===== config.mk =====
export PLATFORM = sky130hd
export DESIGN_NAME = c_escape_unescaper
export DESIGN_NICKNAME = d
export VERILOG_FILES = /design/src/design/ceu_pkg.sv /design/src/design/ceu_fifo.sv /design/src/design/ceu_front.sv /design/src/design/ceu_back.sv /design/src/design/c_escape_unescaper.sv
export SDC_FILE = /design/constraint.sdc
export NUM_CORES = 1
export LEC_CHECK = 0
export BUFFER_PORTS_ARGS = -buffer_cell sky130_fd_sc_hd__buf_2
export CORE_ASPECT_RATIO = 1.75
export CORE_MARGIN = 1.5
export CORE_UTILIZATION = 60
export DETAILED_ROUTE_END_ITERATION = 6
export MAX_ROUTING_LAYER = met4
export PLACE_DENSITY = 0.86
export SLEW_MARGIN = 20
export SYNTH_ARGS = -nofsm -noshare
export SYNTH_HDL_FRONTEND = slang
export SYNTH_SLANG_ARGS = --single-unit

===== constraint.sdc =====
create_clock -name clk_i -period 7.2 [get_ports clk_i]
set_input_delay 0.72 -clock clk_i [delete_from_list [all_inputs] [get_ports clk_i]]
set_output_delay 0.72 -clock clk_i [all_outputs]
set_load 0.02 [all_outputs]

===== src/design/ceu_pkg.sv =====
// Shared types and constants of the C escape decoder.
package ceu_pkg;

  typedef enum logic [2:0] {
    MODE_IDLE = 3'd0,
    MODE_ESC  = 3'd1,
    MODE_HEX  = 3'd2,
    MODE_U4   = 3'd3,
    MODE_U8   = 3'd4,
    MODE_OCT  = 3'd5,
    MODE_DROP = 3'd6
  } mode_e;

  localparam logic [2:0] ST_OK         = 3'd0;
  localparam logic [2:0] ST_UNFINISHED = 3'd1;
  localparam logic [2:0] ST_RANGE      = 3'd2;
  localparam logic [2:0] ST_FEW_DIGITS = 3'd3;
  localparam logic [2:0] ST_SURROGATE  = 3'd4;

  // Work for the back end: up to four data bytes, then an optional closing item.
  typedef struct packed {
    logic [3:0][7:0] bytes;
    logic [2:0]      nbytes;
    logic            has_end;
    logic [2:0]      status;
  } cmd_t;

  typedef struct packed {
    logic [7:0] out_byte;
    logic       byte_valid;
    logic [2:0] status;
    logic       end_of_string;
  } item_t;

endpackage


===== src/design/ceu_fifo.sv =====
// Small register FIFO used for the command queue and the result queue.
module ceu_fifo
  import ceu_pkg::*;
#(
  parameter int WIDTH = 8,
  parameter int DEPTH = 2
) (
  input  logic             clk_i,
  input  logic             rst_ni,
  input  logic             push_i,
  input  logic [WIDTH-1:0] wdata_i,
  output logic             full_o,
  input  logic             pop_i,
  output logic [WIDTH-1:0] rdata_o,
  output logic             empty_o
);

  localparam int PTR_W = (DEPTH > 1) ? $clog2(DEPTH) : 1;
  localparam int CNT_W = $clog2(DEPTH + 1);

  logic [WIDTH-1:0] mem_q [DEPTH];
  logic [PTR_W-1:0] wr_ptr_q, wr_ptr_d, rd_ptr_q, rd_ptr_d;
  logic [CNT_W-1:0] count_q, count_d;
  logic             do_push, do_pop;

  assign full_o  = (count_q == CNT_W'(DEPTH));
  assign empty_o = (count_q == '0);
  assign do_push = push_i && !full_o;
  assign do_pop  = pop_i && !empty_o;
  assign rdata_o = mem_q[rd_ptr_q];

  always_comb begin
    wr_ptr_d = wr_ptr_q;
    rd_ptr_d = rd_ptr_q;
    count_d  = count_q;
    if (do_push) begin
      wr_ptr_d = (wr_ptr_q == PTR_W'(DEPTH - 1)) ? '0 : wr_ptr_q + 1'b1;
    end
    if (do_pop) begin
      rd_ptr_d = (rd_ptr_q == PTR_W'(DEPTH - 1)) ? '0 : rd_ptr_q + 1'b1;
    end
    if (do_push && !do_pop) begin
      count_d = count_q + 1'b1;
    end else if (do_pop && !do_push) begin
      count_d = count_q - 1'b1;
    end
  end

  always_ff @(posedge clk_i or negedge rst_ni) begin
    if (!rst_ni) begin
      wr_ptr_q <= '0;
      rd_ptr_q <= '0;
      count_q  <= '0;
    end else begin
      wr_ptr_q <= wr_ptr_d;
      rd_ptr_q <= rd_ptr_d;
      count_q  <= count_d;
    end
  end

  always_ff @(posedge clk_i) begin
    if (do_push) begin
      mem_q[wr_ptr_q] <= wdata_i;
    end
  end

endmodule


===== src/design/ceu_front.sv =====
// Front end: scans escape syntax per input byte and builds at most one command per byte.
module ceu_front
  import ceu_pkg::*;
(
  input  logic       clk_i,
  input  logic       rst_ni,
  input  logic       valid_i,
  input  logic [7:0] in_byte_i,
  input  logic       final_byte_i,
  output logic       cmd_valid_o,
  output cmd_t       cmd_o
);

  localparam logic [7:0]  CH_BSL   = 8'h5C;
  localparam logic [7:0]  CH_X     = 8'h78;
  localparam logic [7:0]  CH_U_LC  = 8'h75;
  localparam logic [7:0]  CH_U_UC  = 8'h55;
  localparam logic [31:0] CP_MAX   = 32'h0010_FFFF;
  localparam logic [31:0] SUR_LO   = 32'h0000_D800;
  localparam logic [31:0] SUR_HI   = 32'h0000_DFFF;
  localparam logic [31:0] CP_ASCII = 32'h0000_0080;

  mode_e       mode_q, mode_d, t_mode;
  logic [31:0] value_q, value_d, t_value;
  logic [3:0]  count_q, count_d, t_count;

  logic [3:0][7:0] t_bytes;
  logic [2:0]      t_nb;
  logic            t_fail;
  logic [2:0]      t_status;

  logic        is_dec, is_alpha, hex_ok, is_oct, hex_over, uni_done;
  logic [7:0]  lc_byte, esc_byte;
  logic [3:0]  hex_d;
  logic [11:0] hex_acc;
  logic [8:0]  oct_acc;
  logic [31:0] uni_acc;
  logic [34:0] utf8;

  // {count, bytes} of the UTF-8 form of a code point in 0x80..0x10FFFF
  function automatic logic [34:0] utf8_enc(input logic [20:0] v);
    logic [3:0][7:0] b;
    logic [2:0]      n;
    b = '0;
    if (v >= 21'h10000) begin
      b[0] = 8'hF0 | {5'b0, v[20:18]};
      b[1] = 8'h80 | {2'b0, v[17:12]};
      b[2] = 8'h80 | {2'b0, v[11:6]};
      b[3] = 8'h80 | {2'b0, v[5:0]};
      n    = 3'd4;
    end else if (v >= 21'h800) begin
      b[0] = 8'hE0 | {4'b0, v[15:12]};
      b[1] = 8'h80 | {2'b0, v[11:6]};
      b[2] = 8'h80 | {2'b0, v[5:0]};
      n    = 3'd3;
    end else begin
      b[0] = 8'hC0 | {3'b0, v[10:6]};
      b[1] = 8'h80 | {2'b0, v[5:0]};
      n    = 3'd2;
    end
    return {n, b};
  endfunction

  assign lc_byte  = in_byte_i | 8'h20;
  assign is_dec   = (in_byte_i >= 8'h30) && (in_byte_i <= 8'h39);
  assign is_alpha = (lc_byte >= 8'h61) && (lc_byte <= 8'h66);
  assign hex_ok   = is_dec || is_alpha;
  assign hex_d    = is_dec ? in_byte_i[3:0] : lc_byte[3:0] + 4'd9;
  assign is_oct   = (in_byte_i[7:3] == 5'b00110);
  assign hex_acc  = {value_q[7:0], 4'h0} + {8'h0, hex_d};
  assign hex_over = (hex_acc[11:8] != 4'h0);
  assign oct_acc  = {value_q[5:0], 3'b000} + {6'b0, in_byte_i[2:0]};
  assign uni_acc  = {value_q[27:0], hex_d};
  assign uni_done = (mode_q == MODE_U4) ? (count_q == 4'd3) : (count_q == 4'd7);
  assign utf8     = utf8_enc(uni_acc[20:0]);

  always_comb begin
    unique case (in_byte_i)
      8'h61:   esc_byte = 8'd7;
      8'h62:   esc_byte = 8'd8;
      8'h74:   esc_byte = 8'd9;
      8'h6E:   esc_byte = 8'd10;
      8'h76:   esc_byte = 8'd11;
      8'h66:   esc_byte = 8'd12;
      8'h72:   esc_byte = 8'd13;
      default: esc_byte = in_byte_i;
    endcase
  end

  // Effect of the byte itself, before any end-of-string handling.
  always_comb begin : classify
    t_mode   = mode_q;
    t_value  = value_q;
    t_count  = count_q;
    t_bytes  = '0;
    t_nb     = 3'd0;
    t_fail   = 1'b0;
    t_status = ST_OK;
    unique case (mode_q)
      MODE_DROP: begin
      end
      MODE_ESC: begin
        t_mode  = MODE_IDLE;
        t_value = '0;
        t_count = '0;
        if (in_byte_i == CH_X) begin
          t_mode = MODE_HEX;
        end else if (in_byte_i == CH_U_LC) begin
          t_mode = MODE_U4;
        end else if (in_byte_i == CH_U_UC) begin
          t_mode = MODE_U8;
        end else if (is_oct) begin
          t_mode  = MODE_OCT;
          t_value = {29'b0, in_byte_i[2:0]};
          t_count = 4'd1;
        end else begin
          t_bytes[0] = esc_byte;
          t_nb       = 3'd1;
        end
      end
      MODE_HEX: begin
        if (hex_ok) begin
          t_value = {20'b0, hex_acc};
          t_count = (count_q != 4'hF) ? count_q + 4'd1 : count_q;
          if (hex_over) begin
            t_fail   = 1'b1;
            t_status = ST_RANGE;
          end
        end else if (count_q == 4'd0) begin
          t_fail   = 1'b1;
          t_status = ST_FEW_DIGITS;
        end else begin
          t_bytes[0] = value_q[7:0];
          if (in_byte_i == CH_BSL) begin
            t_mode = MODE_ESC;
            t_nb   = 3'd1;
          end else begin
            t_mode     = MODE_IDLE;
            t_bytes[1] = in_byte_i;
            t_nb       = 3'd2;
          end
        end
      end
      MODE_U4, MODE_U8: begin
        if (!hex_ok) begin
          t_fail   = 1'b1;
          t_status = ST_FEW_DIGITS;
        end else begin
          t_value = uni_acc;
          t_count = count_q + 4'd1;
          if (uni_done) begin
            t_mode = MODE_IDLE;
            if (uni_acc < CP_ASCII) begin
              t_bytes[0] = uni_acc[7:0];
              t_nb       = 3'd1;
            end else if (uni_acc > CP_MAX) begin
              t_fail   = 1'b1;
              t_status = ST_RANGE;
            end else if (uni_acc >= SUR_LO && uni_acc <= SUR_HI) begin
              t_fail   = 1'b1;
              t_status = ST_SURROGATE;
            end else begin
              t_bytes = utf8[31:0];
              t_nb    = utf8[34:32];
            end
          end
        end
      end
      MODE_OCT: begin
        if (is_oct) begin
          t_value = {23'b0, oct_acc};
          t_count = count_q + 4'd1;
          if (count_q == 4'd2) begin
            t_mode = MODE_IDLE;
            if (oct_acc[8]) begin
              t_fail   = 1'b1;
              t_status = ST_RANGE;
            end else begin
              t_bytes[0] = oct_acc[7:0];
              t_nb       = 3'd1;
            end
          end
        end else begin
          t_bytes[0] = value_q[7:0];
          if (in_byte_i == CH_BSL) begin
            t_mode = MODE_ESC;
            t_nb   = 3'd1;
          end else begin
            t_mode     = MODE_IDLE;
            t_bytes[1] = in_byte_i;
            t_nb       = 3'd2;
          end
        end
      end
      default: begin
        if (in_byte_i == CH_BSL) begin
          t_mode = MODE_ESC;
        end else begin
          t_mode     = MODE_IDLE;
          t_bytes[0] = in_byte_i;
          t_nb       = 3'd1;
        end
      end
    endcase
    if (t_fail) begin
      t_mode = MODE_DROP;
    end
  end

  // Next state; the final byte of a string always returns to idle.
  always_comb begin : next_state
    mode_d  = mode_q;
    value_d = value_q;
    count_d = count_q;
    if (valid_i) begin
      if (final_byte_i) begin
        mode_d  = MODE_IDLE;
        value_d = '0;
        count_d = '0;
      end else begin
        mode_d  = t_mode;
        value_d = t_value;
        count_d = t_count;
      end
    end
  end

  // Command: bytes of this input plus the closing item on an error or when the string ends; nothing while dropping.
  always_comb begin : outputs
    cmd_o.bytes   = t_bytes;
    cmd_o.nbytes  = t_nb;
    cmd_o.has_end = 1'b0;
    cmd_o.status  = ST_OK;
    if (mode_q == MODE_DROP) begin
      cmd_o.nbytes = 3'd0;
    end else if (t_fail) begin
      cmd_o.has_end = 1'b1;
      cmd_o.status  = t_status;
    end else if (final_byte_i) begin
      cmd_o.has_end = 1'b1;
      unique case (t_mode)
        MODE_ESC: cmd_o.status = ST_UNFINISHED;
        MODE_HEX: begin
          if (t_count == 4'd0) begin
            cmd_o.status = ST_FEW_DIGITS;
          end else begin
            cmd_o.bytes[0] = t_value[7:0];
            cmd_o.nbytes   = 3'd1;
          end
        end
        MODE_U4, MODE_U8: cmd_o.status = ST_FEW_DIGITS;
        MODE_OCT: begin
          cmd_o.bytes[0] = t_value[7:0];
          cmd_o.nbytes   = 3'd1;
        end
        default: begin
        end
      endcase
    end
    cmd_valid_o = valid_i && ((cmd_o.nbytes != 3'd0) || cmd_o.has_end);
  end

  always_ff @(posedge clk_i or negedge rst_ni) begin
    if (!rst_ni) begin
      mode_q  <= MODE_IDLE;
      value_q <= '0;
      count_q <= '0;
    end else begin
      mode_q  <= mode_d;
      value_q <= value_d;
      count_q <= count_d;
    end
  end

endmodule


===== src/design/ceu_back.sv =====
// Back end: expands each command into result items, one item per cycle while the result queue is not full.
module ceu_back
  import ceu_pkg::*;
(
  input  logic  clk_i,
  input  logic  rst_ni,
  input  logic  cmd_valid_i,
  input  cmd_t  cmd_i,
  output logic  cmd_pop_o,
  output logic  item_push_o,
  output item_t item_o,
  input  logic  item_full_i
);

  logic [2:0] idx_q, idx_d;
  logic [2:0] total;
  logic       is_data, last, emit;

  assign total   = cmd_i.nbytes + {2'b0, cmd_i.has_end};
  assign is_data = (idx_q < cmd_i.nbytes);
  assign last    = (idx_q == total - 3'd1);
  assign emit    = cmd_valid_i && !item_full_i;

  assign item_push_o = emit;
  assign cmd_pop_o   = emit && last;

  always_comb begin
    if (is_data) begin
      item_o.out_byte      = cmd_i.bytes[idx_q[1:0]];
      item_o.byte_valid    = 1'b1;
      item_o.status        = ST_OK;
      item_o.end_of_string = 1'b0;
    end else begin
      item_o.out_byte      = 8'h00;
      item_o.byte_valid    = 1'b0;
      item_o.status        = cmd_i.status;
      item_o.end_of_string = 1'b1;
    end
  end

  always_comb begin
    idx_d = idx_q;
    if (emit) begin
      idx_d = last ? 3'd0 : idx_q + 3'd1;
    end
  end

  always_ff @(posedge clk_i or negedge rst_ni) begin
    if (!rst_ni) begin
      idx_q <= '0;
    end else begin
      idx_q <= idx_d;
    end
  end

endmodule


===== src/design/c_escape_unescaper.sv =====
// Path: each byte's results pass the command queue, then the result queue, before a pop.
// Rate: one byte per cycle while each byte yields at most one result item and the
//   result queue is not full; a byte yielding k items (up to 5) holds the expander
//   until all are out, and the command queue absorbs such bursts until it fills.
// Reset: asynchronous, active low; both queues empty, scanner idle outside escapes.
module c_escape_unescaper
  import ceu_pkg::*;
#(
  parameter int CMD_DEPTH = 4,
  parameter int OUT_DEPTH = 2
) (
  input  logic       clk_i,
  input  logic       rst_ni,
  input  logic       push,
  output logic       full,
  input  logic [7:0] in_byte_i,
  input  logic       final_byte_i,
  output logic       empty,
  input  logic       pop,
  output logic [7:0] out_byte_o,
  output logic       byte_valid_o,
  output logic [2:0] status_o,
  output logic       end_of_string_o
);

  logic  accept;
  logic  cmd_push, cmd_full, cmd_empty, cmd_pop;
  cmd_t  cmd_in, cmd_head;
  logic  item_push, item_full;
  item_t item_in, item_head;

  assign accept = push && !full;
  assign full   = cmd_full;

  ceu_front u_front (
    .clk_i        (clk_i),
    .rst_ni       (rst_ni),
    .valid_i      (accept),
    .in_byte_i    (in_byte_i),
    .final_byte_i (final_byte_i),
    .cmd_valid_o  (cmd_push),
    .cmd_o        (cmd_in)
  );

  ceu_fifo #(
    .WIDTH ($bits(cmd_t)),
    .DEPTH (CMD_DEPTH)
  ) u_cmd_fifo (
    .clk_i   (clk_i),
    .rst_ni  (rst_ni),
    .push_i  (cmd_push),
    .wdata_i (cmd_in),
    .full_o  (cmd_full),
    .pop_i   (cmd_pop),
    .rdata_o (cmd_head),
    .empty_o (cmd_empty)
  );

  ceu_back u_back (
    .clk_i       (clk_i),
    .rst_ni      (rst_ni),
    .cmd_valid_i (!cmd_empty),
    .cmd_i       (cmd_head),
    .cmd_pop_o   (cmd_pop),
    .item_push_o (item_push),
    .item_o      (item_in),
    .item_full_i (item_full)
  );

  ceu_fifo #(
    .WIDTH ($bits(item_t)),
    .DEPTH (OUT_DEPTH)
  ) u_out_fifo (
    .clk_i   (clk_i),
    .rst_ni  (rst_ni),
    .push_i  (item_push),
    .wdata_i (item_in),
    .full_o  (item_full),
    .pop_i   (pop),
    .rdata_o (item_head),
    .empty_o (empty)
  );

  assign out_byte_o      = item_head.out_byte;
  assign byte_valid_o    = item_head.byte_valid;
  assign status_o        = item_head.status;
  assign end_of_string_o = item_head.end_of_string;

endmodule


# == Yosys cells after proc, flatten, opt, wreduce, memory -nomap -nowiden ==
# Memory sizes are Yosys's and may differ from the RTL's.
# Cells that the tools add are included.
# word_totals
ramBits,182
in_bits,13
memories,2
reg_bits,49
# classes
mux,135
reduce_logical,37
n_eq_ne,35
addsub,15
order_cmp,12
# mem_list
memory,words,width,read_ports,rd_clocked_by_memory_dff,write_ports,line,text
u_cmd_fifo.mem_q,4,39,1,0,1,ceu_fifo.sv:21,logic [WIDTH-1:0] mem_q [DEPTH];
u_out_fifo.mem_q,2,13,1,0,1,ceu_fifo.sv:21,
# op_table
operator,n
32-bit 2-to-1 mux,9
28-bit 2-to-1 mux,6
3-bit 2-to-1 mux,38
8-bit 2-to-1 mux,14
28-bit one-hot mux with 4 select lines,1
"8-bit by 7-bit == test with 1-bit output, second input constant",11
16-bit 2-to-1 mux,4
8-bit one-hot mux with 7 select lines,1
24-bit 2-to-1 mux,2
4-bit 2-to-1 mux,11
8-bit one-hot mux with 5 select lines,1
"32-bit by 16-bit greater-or-equal comparator with 1-bit output, second input constant",1
"32-bit by 21-bit > comparator with 1-bit output, second input constant",1
"32-bit by 16-bit less-or-equal comparator with 1-bit output, second input constant",1
"32-bit by 8-bit < comparator with 1-bit output, second input constant",1
1-bit 2-to-1 mux,25
8-bit one-hot mux with 3 select lines,1
11-bit 2-to-1 mux,2
11-bit one-hot mux with 2 select lines,1
"21-bit by 12-bit greater-or-equal comparator with 1-bit output, second input constant",1
"21-bit by 17-bit greater-or-equal comparator with 1-bit output, second input constant",1
"3-bit == test, second input constant",6
2-bit 2-to-1 mux,9
3-bit one-hot mux with 3 select lines,2
45 further kinds,84

# == Longest topological paths before layout ==
# logic_depth
ltp_word,30
mapped_depth,16

# == By module ==
# From an unflattened synthesis, not the netlist that was laid out.
# unflattened
cells_unflattened,910
area_unflattened_um2,11841.4
# modules_own_cells
module,n_inst,seq_area_each_um2,area_per_inst_um2,cells_each
ceu_fifo at u_cmd_fifo,1,4859.7,6094.6,241
ceu_front,1,875.8,3990.1,553
ceu_fifo at u_out_fifo,1,880.8,1168.6,59
ceu_back,1,75.1,570.5,55
c_escape_unescaper,1,0.0,17.5,2

# == Worst setup path after synthesis ==
# Ideal clock, no wire load.
# synth_path
kind,input to register
start,input port in_byte_i[0]
end,memory u_cmd_fifo.mem_q[3][0] (netlist name) (enable)
required_time_ns,6.802
cell_stages,11
arrival_time_ns,3.684
slack_ns,3.119
cell_sequence,inv_1 ha_1 or4b_4 and2_0 buf_6 a2111oi_4 o22ai_1 o211ai_2 o21ai_2 a41oi_4 and2_1
# synth_via
elab_chain_len,23
word_cells_on_any_way,84
cone_classes,add/sub (3); order compare (10); eq/ne (6); mux (55); reduce/logical (10)
# synth_lines
element,line,text
"start, declared",c_escape_unescaper.sv:16,"input logic [7:0] in_byte_i,"
8-bit by 6-bit greater-or-equal comparator with 1-bit output or 8-bit by 6-bit less-or-equal comparator with 1-bit output (tied branches),ceu_front.sv:65,assign is_dec = (in_byte_i >= 8'h30) && (in_byte_i <= 8'h39);
1-bit logical AND,ceu_front.sv:65,
4-bit 2-to-1 mux,ceu_front.sv:68,assign hex_d = is_dec ? in_byte_i[3:0] : lc_byte[3:0] + 4'd9;
"32-bit by 16-bit greater-or-equal comparator with 1-bit output, or another cell as far along",ceu_front.sv:159,end else if (uni_acc >= SUR_LO && uni_acc <= SUR_HI) begin
1-bit logical AND or 1-bit 2-to-1 mux (tied branches),"ceu_front.sv:159, ceu_front.sv:51",
1-bit 2-to-1 mux or 3-bit 2-to-1 mux (tied branches),"ceu_front.sv:159, ceu_front.sv:45",
1-bit 2-to-1 mux or 3-bit 2-to-1 mux (tied branches),"ceu_front.sv:156, ceu_front.sv:159",
1-bit 2-to-1 mux or 3-bit 2-to-1 mux (tied branches),"ceu_front.sv:153, ceu_front.sv:156",
[8 not listed],--,
3-bit 2-to-1 mux,ceu_front.sv:234,if (mode_q == MODE_DROP) begin
3-bit nonzero test,ceu_front.sv:260,cmd_valid_o = valid_i && ((cmd_o.nbytes != 3'd0) || cmd_o.has_end);
1-bit logical OR (*),ceu_front.sv:260,
1-bit logical AND (*),ceu_front.sv:260,
1-bit logical AND (*),ceu_fifo.sv:28,assign do_push = push_i && !full_o;
named net u_cmd_fifo.do_push,ceu_fifo.sv:24,"logic do_push, do_pop;"
1-bit 2-to-1 mux (*),ceu_fifo.sv:62,if (do_push) begin
1-bit 2-to-1 mux (not written as such) (*),ceu_fifo.sv:63,mem_q[wr_ptr_q] <= wdata_i;
"end, declared",ceu_fifo.sv:21,
# The timed path passes the listed nets; every way through them passes the cells marked *.

# == Final worst setup path ==
# layout_path
start,input port in_byte_i[1]
end,register u_cmd_fifo.count_q[2]
# layout_via
elab_chain_len,24
word_cells_on_any_way,87
cone_classes,add/sub (3); order compare (10); eq/ne (6); mux (54); reduce/logical (14)
# layout_lines
element,line,text
8-bit by 6-bit greater-or-equal comparator with 1-bit output or 8-bit by 6-bit less-or-equal comparator with 1-bit output (tied branches),ceu_front.sv:65,
1-bit logical AND,ceu_front.sv:65,
4-bit 2-to-1 mux,ceu_front.sv:68,
"32-bit by 16-bit greater-or-equal comparator with 1-bit output, or another cell as far along",ceu_front.sv:159,
1-bit logical AND or 1-bit 2-to-1 mux (tied branches),"ceu_front.sv:159, ceu_front.sv:51",
1-bit 2-to-1 mux or 3-bit 2-to-1 mux (tied branches),"ceu_front.sv:159, ceu_front.sv:45",
1-bit 2-to-1 mux or 3-bit 2-to-1 mux (tied branches),"ceu_front.sv:156, ceu_front.sv:159",
1-bit 2-to-1 mux or 3-bit 2-to-1 mux (tied branches),"ceu_front.sv:153, ceu_front.sv:156",
[9 not listed],--,
3-bit nonzero test,ceu_front.sv:260,
1-bit logical OR (*),ceu_front.sv:260,
1-bit logical AND (*),ceu_front.sv:260,
1-bit logical AND (*),ceu_fifo.sv:28,
named net u_cmd_fifo.do_push,ceu_fifo.sv:24,
1-bit logical NOT,ceu_fifo.sv:44,end else if (do_pop && !do_push) begin
1-bit logical AND,ceu_fifo.sv:44,
2-bit nonzero test (no source line),--,
"end signal, assigned",ceu_fifo.sv:57,count_q <= count_d;
"end, declared",ceu_fifo.sv:23,"logic [CNT_W-1:0] count_q, count_d;"
# Marks and branches as above.
# A chain may end at the register's enable or synchronous reset.

==> results by group <==
Clocking
  – Latest clock arrival within the worst-skew pair: approximately 0.49 ns
  – Post-cts resize count: 0
  – Total CTS buffers: 21
  – Hold_buf cts: 0
  – H-tree Lvls: 1
  – Setup bufs post-CTS: 0
  – Worst-path clk slew: around 0.060 ns
  – CTS tree: yes
  – Clock buffer depth: 3
  – Clk sink count: between 200 and 250
  – Root buf cell: clkbuf_16

Setup path
  – Setup CP Type: in2reg
  – Reg2Reg Setup Slack: between 2 and 3 ns
  – RR Endpoint: u_cmd_fifo.count_q[1]
  – CP Data Required Time: roughly 7.6 ns
  – R2R Path Start: u_front.value_q[10]
  – FF-to-FF path depth: 11
  – CP Capture Type: flop
  – Worst Path Arrival: 4.87 ns
  – Worst-path maximum fanout: 11
  – Critical path origin: in_byte_i[1]
  – CP startpoint kind: input port

Timing
  – Setup TNS: 0 ns
  – Setup violations, final: 0
  – RSZ-0062 raised after global routing: false
  – Slew margin rel.: 0.277
  – Fin crit share: 0.620
  – Post-route minimum period: about 4.5 ns
  – Fin Clk Skew: ~0.012 ns
  – Final hold vios: 0
  – Hold slack: about 0.34 ns
  – Fmax: about 0.22 GHz
  – Slew @ Worst Pin: between 1 and 1.5 ns
  – Fin. max-slew vios: 0

Routing
  – # DRC: 5
  – Post-route ant nets: 0
  – Detailed Route Iter0 Violations: 958
  – Via count: between 7,000 and 8,000
  – Vias/cell: 6.77
  – Detailed Route WL: a little under 30,000 um
  – DRT Pass-1 Iters: 7
  – Avg WL per Cell: roughly 26 um

Die
  – DIE WIDTH: between 100 and 150 um
  – Die H: between 150 and 200 um
  – Die area: between 15,000 and 20,000 um^2
  – Row Count: 65
  – Initial Util: 0.618
  – Core area: 18,100 um^2
  – I/O Pins: 28

Synth
  – Yosys top cell area share: 0.467
  – Register area share after synthesis: 0.576
  – Post-synth top area cell: edfxtp_1
  – Average cell area after synthesis: 12.7 um^2
  – Synth area leaders: edfxtp_1, dfrtp_1, mux4_2
  – Post-synthesis cell count: approximately 880
  – Post-synth EDFFs: around 170
  – Top-count cell post-synth: edfxtp_1
  – Post-synth top cells: edfxtp_1, nand2_1, nor2_1
  – Asr flop ratio synth: 0.220
  – Synth unique cells: 86
  – Synthesized flop and latch total: 223
  – Netlist Area Pre-Place: 11,200 um^2
  – Synthesized net count: 917
  – Ys Warns: 0
  – Ys flop type: edfxtp_1

Cells and area
  – Fin area: between 10,000 and 15,000 um^2
  – Synth-to-layout area growth: 8.39%
  – Layout cells sized above 1: 0.170
  – # diodes: 0
  – Net count reported at finish: between 900 and 1,000
  – Finished Layout Cells: 1,136

Flow run
  – Max cap viols: 0

Global route
  – Initial antenna violation count: 0
  – GR Util All Layers: 0.325
  – Vias in the first global route: slightly below 8,000
  – GRT Residual Overflow: 0
  – First-pass GRT wire length: between 40,000 and 50,000 um
  – Largest net degree at the start of global routing: 50

Pwr
  – Tot Pwr: 4.61 mW
  – Psw: roughly 1.5 mW
  – Clock power frac: 0.233
  – Peak VDD IR: 292 uV
  – Power density cells: about 380 nW/um^2
  – Net switching fraction of the power: 0.325
  – Leakage: ~4.3 nW
  – Comb power frac: 0.323
  – Power share of the sequential group: 0.444
  – Int Pwr: 3.11 mW

Placed design
  – PortBufs: 27
  – Placed insts: 1,099
  – Cell Area, Placed: 11,500 um^2
  – Placer Congestion: roughly 1.0
  – Post-DP HPWL: around 20,000 um

Status
  – Status: complete, but fails checks
  – Violated checks: DRC

Hold path
  – Type of the most critical hold path: in2async
kinds of logic after synthesis:
| kind of cell | share of synthesized area |
|---|---|
| XOR/XNOR | 0.0125 |
| AND/OR/NAND/NOR | 0.123 |
| adder cells (fa/ha/maj) | 0.0241 |
| flip-flops | 0.576 |
| multiplexers | 0.108 |
| buffers and inverters | 0.0301 |
| AO/OA/AOI/OAI | 0.126 |
power by group through the flow:
stage	Sequential (mW)	Combinational, mW	Clock, mW
after floorplan	1.93	1.16	0
after global placement	2.02	1.40	0
after detailed placement	2.06	1.46	0
after CTS	2.05	1.49	1.08
after global routing	2.08	1.60	1.14
final	2.04	1.49	1.08
worst max-delay path by stage:
stage,to,slack [ns],depth (start not counted)
after floorplan,u_cmd_fifo.mem_q[3][0],3.12,11
after global placement,u_cmd_fifo.mem_q[0][23],2.43,10
after detailed placement,u_cmd_fifo.mem_q[1][22],2.36,10
after CTS,u_cmd_fifo.count_q[2],2.80,15
after global routing,u_cmd_fifo.count_q[2],2.55,15
final,u_cmd_fifo.count_q[2],2.73,15
state kept, by name (all words and copies together), names as in the netlist, 2 cells and up:
register and flops:
u_back.idx_q 3, u_cmd_fifo.count_q 3, u_front.mode_q 3, u_cmd_fifo.mem_q 148, u_cmd_fifo.rd_ptr_q 2, u_cmd_fifo.wr_ptr_q 2, u_front.value_q 28, u_out_fifo.mem_q 26
u_front.count_q 4, u_out_fifo.count_q 2
cells in the final DEF (no fill, tap or decap), drive strengths merged, types with 11 or more instances in the layout:
| cell type | netlist | final |
|---|---|---|
| mux2 | 18 | 18 |
| a21oi | 34 | 34 |
| edfxtp | 174 | 174 |
| and2 | 14 | 14 |
| inv | 31 | 32 |
| buf | 14 | 34 |
| nand3 | 21 | 21 |
| xnor2 | 12 | 12 |
| ha | 20 | 20 |
| nand2 | 93 | 93 |
| nor3 | 14 | 14 |
| dfrtp | 49 | 49 |
| nor2b | 19 | 19 |
| a211oi | 12 | 12 |
| clkbuf | 38 | 27 |
| mux4 | 44 | 44 |
| o22ai | 11 | 11 |
| o21ai | 68 | 68 |
| nor2 | 60 | 60 |
area by class of cell:
cell class	count	area, um^2
inverter	31	116
clock inverter	10	110
sequential	223	6450
tap	234	293
timing repair buffer	34	188
clock buffer	27	558
fill	1319	6000
multi-input combinational	577	4420
worst max-delay path: stages:
cell and delay, ns:
buf_2 0.17, inv_1 0.14, ha_1 0.28, or4b_4 0.52, and2_0 0.30, a2111oi_4 0.45
a21o_1 0.35, nand2_1 0.30, a41oi_4 0.38, ha_1 0.26, inv_1 0.07, fa_1 0.43
xor2_1 0.17, nor2_1 0.12, xor2_1 0.19
metal layers:
metal | track usage | vias to the layer above | wire length (um)
met1 | 0.347 | 3777 | 9870
li1 | - | 3377 | -
met3 | 0.0443 | 121 | 1980
met4 | 0.164 | 0 | 1740
met5 | - | - | 0
met2 | 0.582 | 413 | 15900
stage by stage:
stage               utilization  setup WS [ns]
floorplan                     -           3.12
global placement          0.632           2.43
detailed placement        0.632           2.36
CTS                       0.669           2.80
global route              0.669           2.55
finish                    0.669           2.73
No activity file was read; power rests on OpenSTA's default activity.
